`src/hdl/extexp_pkg.sv`:
```
// A shared side-payload type, floating-point constants and a helper function for the split exponential.
package extexp_pkg;

  localparam int CELL_COUNT = 8;

  localparam logic [31:0] LOG2E     = 32'h3FB8AA3B;
  localparam logic [31:0] M_LN2_HI  = 32'hBF317218;
  localparam logic [31:0] LN2_LO    = 32'h3102E308;
  localparam logic [31:0] K0        = 32'h3F800000;
  localparam logic [31:0] K1        = 32'h3F7FFFFB;
  localparam logic [31:0] K2        = 32'h3EFFFEE3;
  localparam logic [31:0] K3        = 32'h3E2AAD40;
  localparam logic [31:0] K4        = 32'h3D2B9D0D;
  localparam logic [31:0] K5        = 32'h3C07CFCE;
  localparam logic [31:0] NEG_ZERO  = 32'h80000000;
  localparam logic [31:0] QNAN      = 32'h7FC00000;
  localparam logic [31:0] ROUND_MIN = 32'h4B000000;

  // Addends of the last four Horner steps, in chain order.
  localparam logic [3:0][31:0] POLY_ADD = {K0, K1, K2, K3};

  typedef struct packed {
    logic [31:0] x_bits;
    logic [31:0] n_bits;
    logic [31:0] t_bits;
  } side_t;

  function automatic logic [4:0] lzc24(input logic [23:0] v);
    logic [4:0] n;
    logic       found;
    n     = 5'd24;
    found = 1'b0;
    for (int i = 23; i >= 0; i--) begin
      if (!found && v[i]) begin
        n     = 5'(23 - i);
        found = 1'b1;
      end
    end
    return n;
  endfunction

endpackage

```
`src/hdl/extexp_round_cell.sv`:
```
// Two-stage round-to-nearest-even of a binary32 value to an integer, result placed in the side payload.
module extexp_round_cell (
  input  logic              clk_i,
  input  logic              rst_ni,
  input  logic              en_i,
  input  logic              valid_i,
  input  logic [31:0]       v_i,
  input  extexp_pkg::side_t side_i,
  output logic              valid_o,
  output extexp_pkg::side_t side_o
);

  logic [1:0]        v_q;
  extexp_pkg::side_t side_q [2];

  logic        pass_d;
  logic [4:0]  sh;
  logic [23:0] mant, ip, below_mask;
  logic        half, below, up;
  logic [23:0] k_d;

  always_comb begin
    pass_d     = ({1'b0, v_i[30:0]} >= extexp_pkg::ROUND_MIN);
    mant       = {1'b1, v_i[22:0]};
    sh         = 5'd24;
    ip         = '0;
    half       = 1'b0;
    below      = 1'b0;
    below_mask = '0;
    up         = 1'b0;
    k_d        = '0;
    if (v_i[30:23] >= 8'd126 && !pass_d) begin
      sh         = 5'(8'd150 - v_i[30:23]);
      ip         = mant >> sh;
      half       = mant[sh - 5'd1];
      below_mask = ~(24'hFFFFFF << (sh - 5'd1));
      below      = ((mant & below_mask) != 24'd0);
      up         = half & (below | ip[0]);
      k_d        = ip + 24'(up);
    end
  end

  logic [23:0] k_q;
  logic        sign_q, pass_q;
  logic [31:0] vin_q;

  always_ff @(posedge clk_i) begin
    if (en_i) begin
      k_q    <= k_d;
      sign_q <= v_i[31];
      pass_q <= pass_d;
      vin_q  <= v_i;
    end
  end

  logic [4:0]  lz;
  logic [23:0] kn;
  logic [31:0] n_d, n_q;

  always_comb begin
    lz = extexp_pkg::lzc24(k_q);
    kn = k_q << lz;
    priority if (pass_q) begin
      n_d = vin_q;
    end else if (k_q == 24'd0) begin
      n_d = {sign_q, 31'd0};
    end else begin
      n_d = {sign_q, 8'(8'd150 - {3'd0, lz}), kn[22:0]};
    end
  end

  always_ff @(posedge clk_i) begin
    if (en_i) begin
      n_q       <= n_d;
      side_q[0] <= side_i;
      side_q[1] <= side_q[0];
    end
  end

  always_ff @(posedge clk_i or negedge rst_ni) begin
    if (!rst_ni) begin
      v_q <= '0;
    end else if (en_i) begin
      v_q <= {v_q[0], valid_i};
    end
  end

  assign valid_o = v_q[1];

  always_comb begin
    side_o        = side_q[1];
    side_o.n_bits = n_q;
  end

endmodule

```
`config.mk`:
```
export PLATFORM = sky130hd
export DESIGN_NAME = extexp_round_cell
export DESIGN_NICKNAME = d
export VERILOG_FILES = /design/src/hdl/extexp_pkg.sv /design/src/hdl/extexp_round_cell.sv
export SDC_FILE = /design/constraint.sdc
export NUM_CORES = 1
export LEC_CHECK = 0
export BUFFER_PORTS_ARGS = -buffer_cell sky130_fd_sc_hd__buf_2
export CAP_MARGIN = 20
export CORE_MARGIN = 2
export CORE_UTILIZATION = 50
export DETAILED_ROUTE_END_ITERATION = 10
export GPL_ROUTABILITY_DRIVEN = 0
export PLACE_DENSITY = 0.81
export SKIP_CTS_REPAIR_TIMING = 1
export SYNTH_ARGS = -nofsm -noshare
export SYNTH_HDL_FRONTEND = slang
export SYNTH_SLANG_ARGS = --single-unit
```
`constraint.sdc`:
```
create_clock -name clk_i -period 3.2 [get_ports clk_i]
set_input_delay 0.64 -clock clk_i [delete_from_list [all_inputs] [get_ports clk_i]]
set_output_delay 0.64 -clock clk_i [all_outputs]
set_load 0.02 [all_outputs]
```
# Word-level counts from Yosys, hierarchy flattened
# Memories as Yosys holds them, arrays and structs flattened.
# Index checks and enable logic that the tools add are counted.
# word_totals
wordCells	124
memories	1
ff_bits	92
mem_bits_rw	192
out_inout_bits	97
# classes
n_addsub	4
bitwise	4
n_lt_le_gt_ge	3
n_mux	53
shifts	3
n_reduce_logical	50
# memory_table
name	depth	word_bits	rd	rd_ports_with_merged_regs	write_ports	line	source
side_q	2	96	2	0	2	extexp_round_cell.sv:14	extexp_pkg::side_t side_q [2];
# ops
op	count
two-way mux 5 bit	24
two-way mux 32 bit	1
greater-or-equal comparator 31 bit (second input constant)	1
two-way mux 31 bit	1
two-way mux 1 bit	26
adder 24 x 1 -> 24 bit	1
bitwise AND 24 bit	1
logical AND 1 bit	24
logical NOT 1 bit	24
logical NOT 24 bit	1
NOT 24 bit	1
nonzero test 24 bit	1
<< shifter 24 x 5 -> 23 bit	1
<< shifter 24 x 5 -> 24 bit (first input constant)	1
right shift 24 x 5 -> 24 bit	1
greater-or-equal comparator 8 x 7 -> 1 bit (second input constant)	1
subtractor 8 x 5 -> 8 bit (first input constant)	1
less-than comparator 5 x 6 -> 1 bit (second input constant)	1
binary-select mux 1 bit (select 5 bit)	1
subtractor 5 x 1 -> 5 bit (second input constant)	1
subtractor 5 bit (first input constant)	1
bitwise AND 1 bit	1
OR 1 bit	1

# Logic depth before layout (Yosys ltp)
# logic_depth
word_depth	73
ltp_mapped	19

# Worst setup path before layout
# No wires, ideal clock.
# synth_timing
path_kind	input-to-reg
from	in v_i[23]
to	reg k_q[23] (data pin)
cell_stages	14
path_buffers	4
t_arrival_ns	4.236
slack_ns	-1.297
cell_sequence	ha_1 -> xnor2_4 -> inv_4 -> buf_6 -> clkbuf_1 -> ha_1 -> clkbuf_1 -> mux4_2 -> mux2i_1 -> a21oi_1 -> or3_1 -> buf_2 -> or4_4 -> mux2_4
# synth_via
elab_chain_len	9
# synth_rtl
item	line	source
start, declared	extexp_round_cell.sv:7	input logic [31:0] v_i,
subtractor 5 bit	extexp_round_cell.sv:33	sh = 5'(8'd150 - v_i[30:23]);
subtractor 5 x 1 -> 5 bit	extexp_round_cell.sv:35, extexp_round_cell.sv:36	
<< shifter 24 x 5 -> 24 bit	extexp_round_cell.sv:36	below_mask = ~(24'hFFFFFF << (sh - 5'd1));
NOT 24 bit	extexp_round_cell.sv:36	
bitwise AND 24 bit	extexp_round_cell.sv:37	below = ((mant & below_mask) != 24'd0);
nonzero test 24 bit	extexp_round_cell.sv:37	
OR 1 bit	extexp_round_cell.sv:38	up = half & (below | ip[0]);
bitwise AND 1 bit	extexp_round_cell.sv:38	
adder 24 x 1 -> 24 bit	extexp_round_cell.sv:39	k_d = ip + 24'(up);
end signal, assigned	extexp_round_cell.sv:49	k_q <= k_d;
end, declared	extexp_round_cell.sv:43	logic [23:0] k_q;
# Several ways; a longest one is shown, not always the timed one. The select of a mux whose other input is x is not followed.
# A chain may end at the register's enable or synchronous reset.

# Worst setup path after layout
# Same ends and word-level chain as after synthesis.

==> flow_summary_export.csv <==
group,metric,value,unit
placed_design,pre_cts_ws,-0.8970,ns
layout,nets,1378,
worst_setup_path,worst_setup_path_end_kind,"flop",
outcome,violations,"negative setup slack",
layout,fillers,1501,
floorplan,fp.dieArea,24390,um2
floorplan,fp.dieH,156.2,um
placed_design,place_hpwl,23100,um
outcome,status,"finished, violations left",
route,viasPerCell,6.166,
timing,period_needed,3.467,ns
timing,drv_slew,0,
timing,hold_violations,0,
synth,netlist.area_leader.share,56.29,%
route,drc,0,
grt,grt_overflow,0,
route,routedWlPerCell,21.04,um
synth,async_reset_ff_share,0.9132,%
floorplan,initial_utilization,50.98,%
layout,final_layout_size_suffix_gt1_share,47.37,%
synth,synth_nets,1046,
synth,synth_seq_cells,219,
floorplan,core,22710,um2
route,drt-total-wl,32380,um
worst_setup_path,worstSetupPathType,"in2reg",
synth,synth_most_common_cell,"edfxtp_1",
floorplan,io_pins,229,
clock_tree,root_buffer,"clkbuf_16",
pwr,p_leak,6.015,nW
clock_tree,numCtsBuffers,22,
synth,synth_edf_count,217,
pwr,p_total,0.007689,W
synth,ys_types,91,
worst_setup_path,crit_family,"multiplexers",
layout,syn_to_final_growth,32.46,%
worst_setup_path,critPathBufInv,4,
floorplan,rows,55,
worst_setup_path,slowest_stage,"or4_4",
timing,grt_setup_unrepaired,"true",
synth,synthCells,907,
synth,synth_warnings,0,
grt,grt_pass1_wl,47270,um
timing,finClkSkew,0.02269,ns
worst_setup_path,worst_path_largest_cell_delay,0.52,ns
clock_tree,clockBufferDepth,3,
timing,period_share,108.4,%
timing,fmax,0.2884,GHz
worst_setup_path,critPathArrivalTime,3.72,ns
worst_setup_path,path_cells,"buf_12, inv_12, ha_4, buf_12, buf_8, mux2i_2, mux2_4, mux4_2, a21oi_2, nand2_1, or3_4, or4_4, mux2_4",
route,vias,9490,
worst_hold_path,hold_path_class,"in2reg",
synth,synth_top_flop_cell,"edfxtp_1",
clock_tree,htreeDepth,1,
clock_tree,clkSinkCount,219,
pwr,peakVddDrop,373.7,uV
job,cap_violations,0,
synth,seq_area_frac_synth,56.72,%
worst_setup_path,startpoint_type,"input pin",
route,first_pass_iters,6,
clock_tree,insertion_delay,0.51,ns
floorplan,die_width,156.2,um
clock_tree,cts_tree,"yes",
synth,synth_area,11580,um2
timing,worst_pin_slew,0.7012,ns
timing,slew_headroom,53.26,%
route,final_antenna_net_count,0,
grt,track_usage,24.58,%
timing,setup_slack,-0.2674,ns
placed_design,port_buffers,196,
pwr,p_per_area,501.4,nW/um2
synth,synth_area_leader_cell,"edfxtp_1",
grt,grt_max_degree,72,
synth,avgSynthCellArea,12.76,um2
worst_setup_path,critPathMaxFanout,7,
layout,diodes,0,
timing,setup_viol,15,
grt,grt_pass1_vias,8903,
synth,synth_common_cells,"217 x edfxtp_1, 67 x buf_4, 58 x nand2_1",
clock_tree,clk_pin_slew,0.07,ns
synth,synth_area_leaders,"edfxtp_1 56%, buf_4 4.3%, mux2i_1 4.0%",
worst_setup_path,worst_ep_required_time,3.45,ns
grt,antenna_found_initial,0,
route,first_iter_violations,1305,
==> cells in the final DEF (no fill, tap or decap), types with 8 or more instances in the layout <==
| master | Yosys | routed |
|---|---|---|
| nand2b_1 | 9 | 9 |
| o221ai_1 | 8 | 8 |
| nor3_1 | 24 | 17 |
| mux4_2 | 19 | 21 |
| nand2_1 | 58 | 56 |
| nor2b_1 | 10 | 10 |
| a21oi_2 | 1 | 10 |
| buf_2 | 13 | 193 |
| nand3_1 | 13 | 12 |
| nor4_1 | 17 | 8 |
| mux2i_1 | 46 | 34 |
| buf_4 | 67 | 194 |
| a22o_1 | 12 | 12 |
| or4_4 | 1 | 9 |
| mux2_4 | 1 | 8 |
| nand4_1 | 8 | 8 |
| buf_6 | 2 | 17 |
| buf_12 | 2 | 9 |
| a221oi_1 | 10 | 8 |
| o21ai_0 | 34 | 32 |
| edfxtp_1 | 217 | 217 |
| a21oi_1 | 38 | 28 |
| o21a_1 | 8 | 8 |
| mux2i_2 | 0 | 12 |
| o211ai_1 | 15 | 15 |
| clkbuf_16 | 0 | 23 |
| inv_1 | 17 | 16 |
| nor2_1 | 52 | 48 |
==> stage by stage <==
stage / hold slack, ns / area (um2) / util [%] / TNS [ns] / std cells
after global placement: 0.4003 / 13850 / 60.99 / -13.61 / 1472
after floorplan: 0.3444 / 11780 / - / -12.51 / 907
after global routing: 0.2914 / 15330 / 67.52 / -3.205 / 1539
after CTS: -0.09884 / 14520 / 63.92 / -4.232 / 1511
final: 0.3026 / 15330 / 67.52 / -1.841 / 1539
after detailed placement: 0.4045 / 13850 / 60.99 / -15.28 / 1472
==> state kept, by name, indices dropped and copies added, names as in the netlist <==
name    count
n_q        32
pass_q      1
v_q         2
vin_q      31
side_q    128
k_q        24
sign_q      1
==> final cells by class <==
| type | count | area [um2] | share of cell area (%) |
|---|---|---|---|
| Clock inverter | 13 | 78.83 | 0.5141 |
| Multi-Input combinational cell | 557 | 4766 | 31.08 |
| Timing Repair Buffer | 420 | 2893 | 18.87 |
| Inverter | 19 | 86.33 | 0.5630 |
| Sequential cell | 219 | 6566 | 42.82 |
| Tap cell | 285 | 356.6 | 2.326 |
| Clock buffer | 26 | 586.8 | 3.827 |
==> worst reg2reg max path: stages, from the launching register on <==
cell      delay (ns)
edfxtp_1        0.42
buf_4           0.19
nor4_4          0.35
nand4_1         0.18
o41a_1          0.50
and2_4          0.20
buf_4           0.17
a221oi_1        0.32
nor3_1          0.09
o31ai_1         0.31
o211ai_1        0.18
==> path summary, 6_finish.rpt <==
path,from,slack (ns),endpoint,cells after the start
min in group asynchronous,rst_ni,0.49,v_q[0]$_DFFE_PN0P_,2
min reg2reg,side_q[0][73]$_DFFE_PP_,0.41,side_q[0][169]$_DFFE_PP_,0
min,side_i[82],0.30,side_q[0][82]$_DFFE_PP_,1
max reg2reg,k_q[19]$_SDFFCE_PN0P_,0.03,n_q[20]$_DFFE_PP_,10
max in group asynchronous,rst_ni,2.62,v_q[1]$_DFFE_PN0P_,2
max,v_i[23],-0.27,k_q[23]$_SDFFCE_PN0P_,13
==> power by group <==
part           total [W]  internal (W)  leakage, nW  switching (W)
registers        0.00351       0.00342         2.14      0.0000922
clock network    0.00235       0.00132        0.319        0.00103
logic            0.00183      0.000829         3.55        0.00100
total            0.00769       0.00557         6.01        0.00212
==> routing by layer <==
metal  track usage (%)  wire length (um)  vias to the layer above
met5                 0                 0                        -
met4             8.737              1478                        0
met3             5.111              3322                      144
met2             41.59             15610                      641
met1             31.50             11970                     4518
li1                  -                 -                     4187
==> cell families (layout without fill, tap and decap cells) <==
kind of cell,after synthesis,count (layout),share of synthesized area [%]
and+or+nand+nor,231,231,10.26
AOI/OAI and AO/OA,222,222,14.01
DFF,219,219,56.72
buffers and inverters,131,478,6.993
muxes,81,81,9.522
xor gates and xnor gates,15,15,1.654
adders and majority gates,8,8,0.8430
Note: power is estimated with default switching activity, not from simulation.
