**src/hdl/extexp_pkg.sv**
```systemverilog
// A shared side-payload type, floating-point constants and a helper function for the split exponential.
package extexp_pkg;

  localparam int CELL_COUNT = 8;

  localparam logic [31:0] LOG2E     = 32'h3FB8AA3B;
  localparam logic [31:0] M_LN2_HI  = 32'hBF317218;
  localparam logic [31:0] LN2_LO    = 32'h3102E308;
  localparam logic [31:0] K0        = 32'h3F800000;
  localparam logic [31:0] K1        = 32'h3F7FFFFB;
  localparam logic [31:0] K2        = 32'h3EFFFEE3;
  localparam logic [31:0] K3        = 32'h3E2AAD40;
  localparam logic [31:0] K4        = 32'h3D2B9D0D;
  localparam logic [31:0] K5        = 32'h3C07CFCE;
  localparam logic [31:0] NEG_ZERO  = 32'h80000000;
  localparam logic [31:0] QNAN      = 32'h7FC00000;
  localparam logic [31:0] ROUND_MIN = 32'h4B000000;

  // Addends of the last four Horner steps, in chain order.
  localparam logic [3:0][31:0] POLY_ADD = {K0, K1, K2, K3};

  typedef struct packed {
    logic [31:0] x_bits;
    logic [31:0] n_bits;
    logic [31:0] t_bits;
  } side_t;

  function automatic logic [4:0] lzc24(input logic [23:0] v);
    logic [4:0] n;
    logic       found;
    n     = 5'd24;
    found = 1'b0;
    for (int i = 23; i >= 0; i--) begin
      if (!found && v[i]) begin
        n     = 5'(23 - i);
        found = 1'b1;
      end
    end
    return n;
  endfunction

endpackage

```
**src/hdl/extexp_fma_cell.sv**
```systemverilog
// Six-stage binary32 fused multiply-add cell with a side payload carried alongside.
module extexp_fma_cell (
  input  logic                 clk_i,
  input  logic                 rst_ni,
  input  logic                 en_i,
  input  logic                 valid_i,
  input  logic [31:0]          a_i,
  input  logic [31:0]          b_i,
  input  logic [31:0]          c_i,
  input  extexp_pkg::side_t    side_i,
  output logic                 valid_o,
  output logic [31:0]          r_o,
  output extexp_pkg::side_t    side_o
);

  typedef logic signed [11:0] scale_t;

  typedef struct packed {
    logic        sign;
    logic        nan;
    logic        inf;
    logic        zero;
    logic [23:0] mant;
    scale_t      scale;
  } opnd_t;

  function automatic opnd_t unpack(input logic [31:0] f);
    opnd_t      o;
    logic [4:0] lz;
    logic [23:0] m;
    logic [7:0] eb;
    m       = {f[30:23] != 8'd0, f[22:0]};
    lz      = extexp_pkg::lzc24(m);
    eb      = (f[30:23] == 8'd0) ? 8'd1 : f[30:23];
    o.sign  = f[31];
    o.nan   = (f[30:23] == 8'hFF) && (f[22:0] != 23'd0);
    o.inf   = (f[30:23] == 8'hFF) && (f[22:0] == 23'd0);
    o.zero  = (f[30:0] == 31'd0);
    o.mant  = m << lz;
    o.scale = scale_t'({4'd0, eb}) - scale_t'(150) - scale_t'({7'd0, lz});
    return o;
  endfunction

  function automatic logic [6:0] lzc101(input logic [100:0] v);
    logic [6:0] n;
    logic       found;
    n     = 7'd101;
    found = 1'b0;
    for (int i = 100; i >= 0; i--) begin
      if (!found && v[i]) begin
        n     = 7'(100 - i);
        found = 1'b1;
      end
    end
    return n;
  endfunction

  logic [5:0]        v_q;
  extexp_pkg::side_t side_q [6];
  logic              spec_q [5];
  logic [31:0]       spec_bits_q [5];

  // Stage A: unpack and normalise operands, resolve special values.
  opnd_t       oa, ob, oc;
  logic        psign, nan, pinf, pzero, spec_d;
  logic [31:0] spec_bits_d;
  logic [23:0] ma_q, mb_q, mc_q;
  scale_t      sab_q, sca_q;
  logic        psign_a_q, csign_a_q, czero_a_q;

  always_comb begin
    oa    = unpack(a_i);
    ob    = unpack(b_i);
    oc    = unpack(c_i);
    psign = oa.sign ^ ob.sign;
    pinf  = oa.inf | ob.inf;
    pzero = oa.zero | ob.zero;
    nan   = oa.nan | ob.nan | oc.nan | (oa.inf & ob.zero) | (oa.zero & ob.inf) |
            (pinf & oc.inf & (psign != oc.sign));
    spec_d      = 1'b1;
    spec_bits_d = extexp_pkg::QNAN;
    priority if (nan) begin
      spec_bits_d = extexp_pkg::QNAN;
    end else if (pinf) begin
      spec_bits_d = {psign, 8'hFF, 23'd0};
    end else if (oc.inf) begin
      spec_bits_d = c_i;
    end else if (pzero) begin
      spec_bits_d = oc.zero ? {psign & oc.sign, 31'd0} : c_i;
    end else begin
      spec_d = 1'b0;
    end
  end

  always_ff @(posedge clk_i) begin
    if (en_i) begin
      ma_q      <= oa.mant;
      mb_q      <= ob.mant;
      mc_q      <= oc.mant;
      sab_q     <= oa.scale + ob.scale;
      sca_q     <= oc.scale;
      psign_a_q <= psign;
      csign_a_q <= oc.sign;
      czero_a_q <= oc.zero;
    end
  end

  // Stage B: significand product and addend position.
  logic [47:0] prod_q;
  scale_t      pos_q, spb_q, scb_q;
  logic [23:0] mc_b_q;
  logic        psign_b_q, csign_b_q, czero_b_q;

  always_ff @(posedge clk_i) begin
    if (en_i) begin
      prod_q    <= ma_q * mb_q;
      pos_q     <= sca_q - sab_q + scale_t'(26);
      spb_q     <= sab_q;
      scb_q     <= sca_q;
      mc_b_q    <= mc_q;
      psign_b_q <= psign_a_q;
      csign_b_q <= csign_a_q;
      czero_b_q <= czero_a_q;
    end
  end

  // Stage C: alignment into a 101-bit window and signed addition.
  logic [100:0] pw, cw, sum_d;
  scale_t       lsb_d;
  logic         sign_d;
  logic [100:0] sum_q;
  scale_t       lsb_q;
  logic         sign_c_q;

  always_comb begin
    pw    = 101'(prod_q) << 26;
    cw    = '0;
    lsb_d = spb_q - scale_t'(26);
    priority if (czero_b_q) begin
      cw = '0;
    end else if (pos_q > scale_t'(76)) begin
      cw    = 101'(mc_b_q) << 76;
      pw    = 101'd1;
      lsb_d = scb_q - scale_t'(76);
    end else if (pos_q < scale_t'(0)) begin
      cw = 101'd1;
    end else begin
      cw = 101'(mc_b_q) << pos_q[6:0];
    end
    if (psign_b_q == csign_b_q) begin
      sum_d  = pw + cw;
      sign_d = psign_b_q;
    end else if (pw >= cw) begin
      sum_d  = pw - cw;
      sign_d = psign_b_q;
    end else begin
      sum_d  = cw - pw;
      sign_d = csign_b_q;
    end
  end

  always_ff @(posedge clk_i) begin
    if (en_i) begin
      sum_q    <= sum_d;
      lsb_q    <= lsb_d;
      sign_c_q <= sign_d;
    end
  end

  // Stage D: leading-zero count of the sum.
  logic [100:0] sum_dq;
  logic [6:0]   lz_q;
  scale_t       lsb_dq;
  logic         sign_dq, zero_dq;

  always_ff @(posedge clk_i) begin
    if (en_i) begin
      sum_dq  <= sum_q;
      lz_q    <= lzc101(sum_q);
      lsb_dq  <= lsb_q;
      sign_dq <= sign_c_q;
      zero_dq <= (sum_q == '0);
    end
  end

  // Stage E: normalising shift and biased exponent.
  logic [100:0] norm_q;
  scale_t       exp_q;
  logic         sign_e_q, zero_e_q;

  always_ff @(posedge clk_i) begin
    if (en_i) begin
      norm_q   <= sum_dq << lz_q;
      exp_q    <= lsb_dq + scale_t'(227) - scale_t'({5'd0, lz_q});
      sign_e_q <= sign_dq;
      zero_e_q <= zero_dq;
    end
  end

  // Stage F: subnormal shift, rounding to nearest even and packing.
  scale_t       kk;
  logic [100:0] shifted;
  logic         dropped, rnd, st, up, ovf;
  logic [23:0]  mant24;
  logic [7:0]   eadj;
  logic [30:0]  enc;
  logic [31:0]  r_d, r_q;

  always_comb begin
    kk      = (exp_q < scale_t'(1)) ? scale_t'(1) - exp_q : scale_t'(0);
    shifted = norm_q;
    dropped = 1'b0;
    if (kk > scale_t'(30)) begin
      shifted = '0;
      dropped = (norm_q != '0);
    end else begin
      shifted = norm_q >> kk[4:0];
      dropped = ((norm_q & ~({101{1'b1}} << kk[4:0])) != '0);
    end
    mant24 = shifted[100:77];
    rnd    = shifted[76];
    st     = (shifted[75:0] != '0) | dropped;
    up     = rnd & (st | mant24[0]);
    eadj   = (exp_q >= scale_t'(1) && exp_q <= scale_t'(254)) ? exp_q[7:0] - 8'd1 : 8'd0;
    enc    = {eadj, 23'd0} + {7'd0, mant24} + 31'(up);
    ovf    = (exp_q > scale_t'(254)) || (enc[30:23] == 8'hFF);
    priority if (spec_q[4]) begin
      r_d = spec_bits_q[4];
    end else if (zero_e_q) begin
      r_d = 32'd0;
    end else if (ovf) begin
      r_d = {sign_e_q, 8'hFF, 23'd0};
    end else begin
      r_d = {sign_e_q, enc};
    end
  end

  always_ff @(posedge clk_i) begin
    if (en_i) begin
      r_q <= r_d;
    end
  end

  always_ff @(posedge clk_i) begin
    if (en_i) begin
      side_q[0]      <= side_i;
      spec_q[0]      <= spec_d;
      spec_bits_q[0] <= spec_bits_d;
      for (int i = 1; i < 6; i++) begin
        side_q[i] <= side_q[i-1];
      end
      for (int i = 1; i < 5; i++) begin
        spec_q[i]      <= spec_q[i-1];
        spec_bits_q[i] <= spec_bits_q[i-1];
      end
    end
  end

  always_ff @(posedge clk_i or negedge rst_ni) begin
    if (!rst_ni) begin
      v_q <= '0;
    end else if (en_i) begin
      v_q <= {v_q[4:0], valid_i};
    end
  end

  assign valid_o = v_q[5];
  assign r_o     = r_q;
  assign side_o  = side_q[5];

endmodule

```
**config.mk**
```make
export PLATFORM = sky130hd
export DESIGN_NAME = extexp_fma_cell
export DESIGN_NICKNAME = d
export VERILOG_FILES = /design/src/hdl/extexp_pkg.sv /design/src/hdl/extexp_fma_cell.sv
export SDC_FILE = /design/constraint.sdc
export NUM_CORES = 2
export LEC_CHECK = 0
export ABC_AREA = 1
export BUFFER_PORTS_ARGS = -buffer_cell sky130_fd_sc_hd__buf_2
export CELL_PAD_IN_SITES_DETAIL_PLACEMENT = 1
export CELL_PAD_IN_SITES_GLOBAL_PLACEMENT = 2
export CORE_ASPECT_RATIO = 1.2
export CORE_MARGIN = 2
export CORE_UTILIZATION = 40
export CTS_BUF_LIST = sky130_fd_sc_hd__clkbuf_8
export CTS_CLUSTER_DIAMETER = 60
export DETAILED_ROUTE_END_ITERATION = 12
export PLACE_DENSITY = 0.91
export SLEW_MARGIN = 20
export SYNTH_ARGS = -nofsm -noshare
export SYNTH_HDL_FRONTEND = slang
export SYNTH_SLANG_ARGS = --single-unit
```
**constraint.sdc**
```tcl
create_clock -name clk_i -period 8.84 [get_ports clk_i]
set_input_delay 0.884 -clock clk_i [delete_from_list [all_inputs] [get_ports clk_i]]
set_output_delay 0.884 -clock clk_i [all_outputs]
set_load 0.005 [all_outputs]
```
* Word level (Yosys, flattened, before mapping)
Memory sizes are Yosys's and may differ from the RTL's. Index checks and enable logic that the tools add are counted.
Storage, ports and cells: flip-flop bits (word level) 599, RAM bits 741, input port bits 196, output and inout port bits 129, logic and storage cells 935, memories 3
Memories:
- side_q | words 6, width 96, rd ports 6, clocked after memory_dff 0, wr ports 6, line extexp_fma_cell.sv:59 | extexp_pkg::side_t side_q [6];
- spec_bits_q | words 5, width 32, rd ports 5, clocked after memory_dff 0, wr ports 5, line extexp_fma_cell.sv:61 | logic [31:0] spec_bits_q [5];
- spec_q | words 5, width 1, rd ports 5, clocked after memory_dff 0, wr ports 5, line extexp_fma_cell.sv:60 | logic spec_q [5];
Cells by class: $add $sub $neg 20, multipliers 1, $lt $le $gt $ge 8, equality and inequality tests 6, shift operators 7, mux-type cells 473, bitwise gates (word level) 18, reductions and logical operators 367
Operators with widths (number):
- $mux 101 | 6
- $mux 7 | 64
- $mux 5 | 72
- $mux 1 | 278
- $mux 32 | 7
- $reduce_bool 101->1 | 2
- $sub 101x101->101 | 2
- $mux 6 | 32
- $logic_and 1x1->1 | 176
- $logic_not 1->1 | 169
- $mux 74 | 2
- $add 101x101->101 | 1
- $and 101x101->101 | 1
- $ge 101x101->1 | 1
- $logic_not 101->1 | 1
- $not 101->101 | 1
- $shl 101x5->101 const A | 1
- $shl 101x7->101 | 1
- $shl 24x7->101 | 1
- $shr 101x5->101 | 1
- $logic_not 31->1 | 3
- $reduce_bool 76->1 | 1
- $shl 24x5->24 | 3
- $logic_not 23->1 | 3
- other kinds (37) | 71

* Logic depth before layout (Yosys ltp)
depth in word-level cells 401, gate-level depth with buffers 47, mapped depth without buffers 44

* Least setup slack after synthesis
OpenSTA, ideal clock, no wires.
path kind flip-flop to flip-flop, start register mb_q[3], end register prod_q[44] (data pin), setup time 0.265 ns, arrival time 6.729 ns, required time 8.575 ns, slack 1.846 ns, cell stages (with the launch flop) 31, path buffers 1, period minus slack after synthesis 6.994 ns, cell sequence edfxtp_1 > clkbuf_1 > nand2_1 > fa_1 > inv_1 > fa_1 > fa_1 > inv_1 > fa_1 > inv_1 > fa_1 > inv_1 > fa_1 > inv_1 > fa_1 > ha_1 > a21oi_1 > inv_1 > a31oi_1 > nand2_1 > nand2_1 > nand2_1 > a21oi_1 > o21ai_0 > nand2_1 > nand2_1 > a31oi_1 > o21ai_0 > a21boi_0 > o21ai_0 > xor2_1
On the way: longest elaborated chain between the ends 1
RTL lines:
- start: declaration | line extexp_fma_cell.sv:67 | logic [23:0] ma_q, mb_q, mc_q;
- start signal: assignment | line extexp_fma_cell.sv:98 | mb_q <= ob.mant;
- $mul 24x24->48 | line extexp_fma_cell.sv:116 | prod_q <= ma_q * mb_q;
- end signal: assignment | line extexp_fma_cell.sv:116
- end: declaration | line extexp_fma_cell.sv:109 | logic [47:0] prod_q;
No other way between the ends. A chain may end at the register's enable or synchronous reset.

* Worst setup path in the final report
start register mb_q[1], end register prod_q[46] (data pin)
The elaborated chain is that of the path after synthesis.

==> flow_results.xml <==
<?xml version="1.0" encoding="UTF-8"?>
<metrics>
  <group name="yosys">
    <metric name="synth-async-reset-ratio" unit="%">0.450</metric>
    <metric name="postSynthCellCount" unit="">12700</metric>
    <metric name="ys_types" unit="">85</metric>
    <metric name="synth-edff-count" unit="">1328</metric>
    <metric name="ys_seq_area_share" unit="%">39.0</metric>
    <metric name="synth.ff_latch_count" unit="">1334</metric>
    <metric name="post_synth_instance_area" unit="um^2">103000</metric>
    <metric name="warning_count_from_the_yosys_run" unit="">0</metric>
    <metric name="synth.net_count" unit="">13800</metric>
    <metric name="avgSynthCellArea" unit="um^2">8.06</metric>
    <metric name="yosys_most_used_dff" unit="">sky130_fd_sc_hd__edfxtp_1</metric>
  </group>
  <group name="route">
    <metric name="vias" unit="">92600</metric>
    <metric name="initialDrtViolationCount" unit="">7639</metric>
    <metric name="routed_via_density" unit="">5.54</metric>
    <metric name="drt_pre_antenna_iters" unit="">6</metric>
    <metric name="antenna_violating_nets_remaining" unit="">0</metric>
    <metric name="wirelength" unit="um">457000</metric>
    <metric name="routed_len_inst" unit="um">27.3</metric>
    <metric name="detail_route.drc_violations" unit="">0</metric>
  </group>
  <group name="sta">
    <metric name="worstMarginPinSlew" unit="ps">1290</metric>
    <metric name="final.setup_skew" unit="ps">134</metric>
    <metric name="final.setup.tns" unit="ps">0</metric>
    <metric name="fin_crit" unit="ps">8170</metric>
    <metric name="final_hold_viol_count" unit="">0</metric>
    <metric name="worst_slew_margin_rel" unit="%">13.4</metric>
    <metric name="total_count_of_max_transition_violations_in_the_final_report" unit="">0</metric>
    <metric name="timing.final.setup_violations" unit="">0</metric>
    <metric name="grt_setup_unrepaired" unit="">no</metric>
    <metric name="post_route_fraction_of_the_period_consumed_by_the_critical_path" unit="%">92.5</metric>
    <metric name="fmax" unit="MHz">122</metric>
  </group>
  <group name="worst_setup_path">
    <metric name="timing.rr.start" unit="">mb_q[1]$_SDFFCE_PP0P_</metric>
    <metric name="worst_r2r_endpoint" unit="">prod_q[46]$_DFFE_PP_</metric>
    <metric name="worstSetupStartpoint" unit="">mb_q[1]$_SDFFCE_PP0P_</metric>
    <metric name="critPathCapture" unit="">prod_q[46]$_DFFE_PP_</metric>
    <metric name="reg2reg_slack" unit="ps">670</metric>
    <metric name="worst-path-max-fanout" unit="">19</metric>
    <metric name="worst-endpoint-required" unit="ps">9530</metric>
    <metric name="cp_common_cell" unit="">sky130_fd_sc_hd__nand2_1</metric>
    <metric name="setup.worst_path.class" unit="">register to register</metric>
    <metric name="cp-end-kind" unit="">register</metric>
    <metric name="setup.worst_path.start_class" unit="">register</metric>
    <metric name="arrival" unit="ps">8870</metric>
    <metric name="worstRegToRegCells" unit="">28</metric>
    <metric name="timing.critical_path.slowest_stage_cell" unit="">sky130_fd_sc_hd__edfxtp_1</metric>
    <metric name="cpPeakStageDelay" unit="ps">880</metric>
  </group>
  <group name="power_and_ir_drop">
    <metric name="leakage" unit="nW">52.2</metric>
    <metric name="peakVddDrop" unit="mV">1.02</metric>
    <metric name="cell_area_power_density" unit="nW/um^2">460</metric>
  </group>
  <group name="finish">
    <metric name="sequential_cell_area" unit="um^2">40000</metric>
    <metric name="layout-drive-gt1-share" unit="%">8.38</metric>
    <metric name="layout_common_cells" unit="">3148 x sky130_fd_sc_hd__nand2_1, 2073 x sky130_fd_sc_hd__inv_1, 1328 x sky130_fd_sc_hd__edfxtp_1, 1146 x sky130_fd_sc_hd__nor2_1, 841 x sky130_fd_sc_hd__o21ai_0</metric>
    <metric name="fillCellCount" unit="">31000</metric>
    <metric name="final_util" unit="%">44.7</metric>
    <metric name="multi_input_area" unit="um^2">52700</metric>
    <metric name="finish.net_count" unit="">14200</metric>
    <metric name="area_delta_synth_final" unit="%">10.9</metric>
    <metric name="mostFrequentLayoutCell" unit="">sky130_fd_sc_hd__nand2_1</metric>
  </group>
  <group name="cts">
    <metric name="cts-root-to-sink-buffers" unit="">4</metric>
    <metric name="cts.htree.levels" unit="">4</metric>
    <metric name="sinks_on_the_clock_net" unit="">1334</metric>
    <metric name="cts_buffers" unit="">226</metric>
    <metric name="cts_root_buf" unit="">sky130_fd_sc_hd__clkbuf_8</metric>
    <metric name="cts_tree" unit="">done</metric>
    <metric name="cts_hold_buffers" unit="">73</metric>
    <metric name="post_cts_resize_count" unit="">0</metric>
    <metric name="worst_skew_pair.late_latency" unit="ps">1020</metric>
    <metric name="clk_pin_slew_worst_paths" unit="ps">70</metric>
    <metric name="postCtsSetupRepairBufs" unit="">0</metric>
  </group>
  <group name="worst_hold_path">
    <metric name="worst_hold_path_type" unit="">input port to register</metric>
  </group>
  <group name="run_status">
    <metric name="outcome" unit="">complete, no violations</metric>
  </group>
  <group name="global_route">
    <metric name="first_global_vias" unit="">97900</metric>
    <metric name="pin_count_of_the_biggest_net_entering_global_routing" unit="">214</metric>
    <metric name="grt_antenna_before_repair" unit="">64</metric>
    <metric name="grt_remaining_overflow" unit="">0</metric>
    <metric name="grt_first_pass_wirelength" unit="um">658000</metric>
    <metric name="groute.usage.overall" unit="%">34.3</metric>
  </group>
  <group name="place">
    <metric name="post-dp-hpwl" unit="um">376000</metric>
    <metric name="placement.io_buffers" unit="">324</metric>
    <metric name="gp_congestion" unit="">1.06</metric>
  </group>
  <group name="die">
    <metric name="initial_util" unit="%">40.3</metric>
    <metric name="core-area" unit="um^2">255000</metric>
    <metric name="die_w" unit="um">467</metric>
    <metric name="dieArea" unit="um^2">261000</metric>
    <metric name="rows" unit="">203</metric>
    <metric name="io-pin-count" unit="">325</metric>
    <metric name="die_height" unit="um">559</metric>
  </group>
  <group name="job">
    <metric name="drv_cap" unit="">0</metric>
  </group>
</metrics>
area by class of cell:
class	instances	area share [%]
multi-input cells	8811	46.3
flip-flops and latches	1334	35.1
clock buffers	226	2.73
well taps	3382	3.71
diodes	30	0.0659
clock inverters	174	1.03
repair buffers	677	4.16
inverters	2086	6.88
worst min path at each step:
stage	from	to	cells after the start
floorplan	csign_a_q$_DFFE_PP_	csign_b_q$_DFFE_PP_	0
global placement	side_q[4][64]$_DFFE_PP_	side_q[5][64]$_DFFE_PP_	0
detailed placement	lsb_q[5]$_DFFE_PP_	lsb_dq[5]$_DFFE_PP_	0
CTS	side_i[38]	side_q[0][38]$_DFFE_PP_	1
global route	side_i[38]	side_q[0][38]$_DFFE_PP_	1
finish	side_i[8]	side_q[0][8]$_DFFE_PP_	1
kinds of logic (layout without fill, tap and decap cells):
kind of cell	Yosys count	count (layout)	share of synthesized area [%]
compound gates	2098	2098	11.4
other cells	0	30	0
mux	96	96	0.938
xor+xnor	316	316	2.70
buf+inv	2602	3163	9.78
flops	1334	1334	39.0
fa+ha+maj	884	884	14.4
simple gates	5417	5417	21.8
power breakdown:
group	leakage [nW]	internal (mW)	switching (mW)
clock	2.35	2.76	2.75
combinational	36.7	11.5	25.6
sequential	13.1	9.02	0.652
total	52.2	23.3	29.1
through the flow:
stage | setup slack [ps] | instances | power (mW) | hold slack (ps) | cell area [um^2]
2_1_floorplan | 1850 | 12700 | 32.0 | 400 | 103000
3_3_place_gp | 997 | 16200 | 45.1 | 400 | 109000
3_5_place_dp | 809 | 16200 | 46.4 | 406 | 109000
4_1_cts | 732 | 16700 | 52.1 | 2.02 | 114000
5_1_grt | 260 | 16700 | 55.7 | 34.3 | 114000
6_report | 667 | 16700 | 52.4 | 90.1 | 114000
flip-flops by register name (all words and copies together), names as in the netlist, 11 cells and up:
name         flops
norm_q         101
ma_q            24
spb_q           11
sum_dq         101
prod_q          48
sab_q           11
side_q         576
r_o             32
exp_q           12
spec_bits_q    160
mc_q            24
lsb_dq          12
mc_b_q          24
lsb_q           12
mb_q            24
sum_q          101
pos_q           12
cell usage after synthesis, drive strengths merged, types with 88 or more instances:
master / count / area share (%)
nand3: 602 / 3.0
o211ai: 88 / 0.67
nor3: 201 / 1.0
ha: 388 / 4.7
clkbuf: 350 / 1.3
buf: 166 / 0.87
inv: 2074 / 7.6
nand2: 3167 / 12
edfxtp: 1328 / 39
a21oi: 659 / 3.2
nand4: 141 / 0.87
o21ai: 992 / 4.9
fa: 496 / 9.7
xor2: 279 / 2.4
mux2i: 94 / 0.92
nor2: 1181 / 4.4
routing by layer:
metal | track usage (%) | vias to the layer above | share of wire [%]
met5 | 0 | - | 0.044
met4 | 21.1 | 30 | 7.2
met3 | 4.81 | 987 | 5.2
met2 | 60.3 | 2892 | 50
met1 | 39.1 | 46400 | 38
li1 | - | 42300 | -
critical path, delay by kind of cell, from the launching register on:
kind	cells	cell delay (ps)
flops	1	880
simple gates	8	700
fa+ha+maj	8	3840
buf+inv	3	440
xor+xnor	1	170
compound gates	8	1780
No activity file was read; power rests on OpenSTA's default activity.
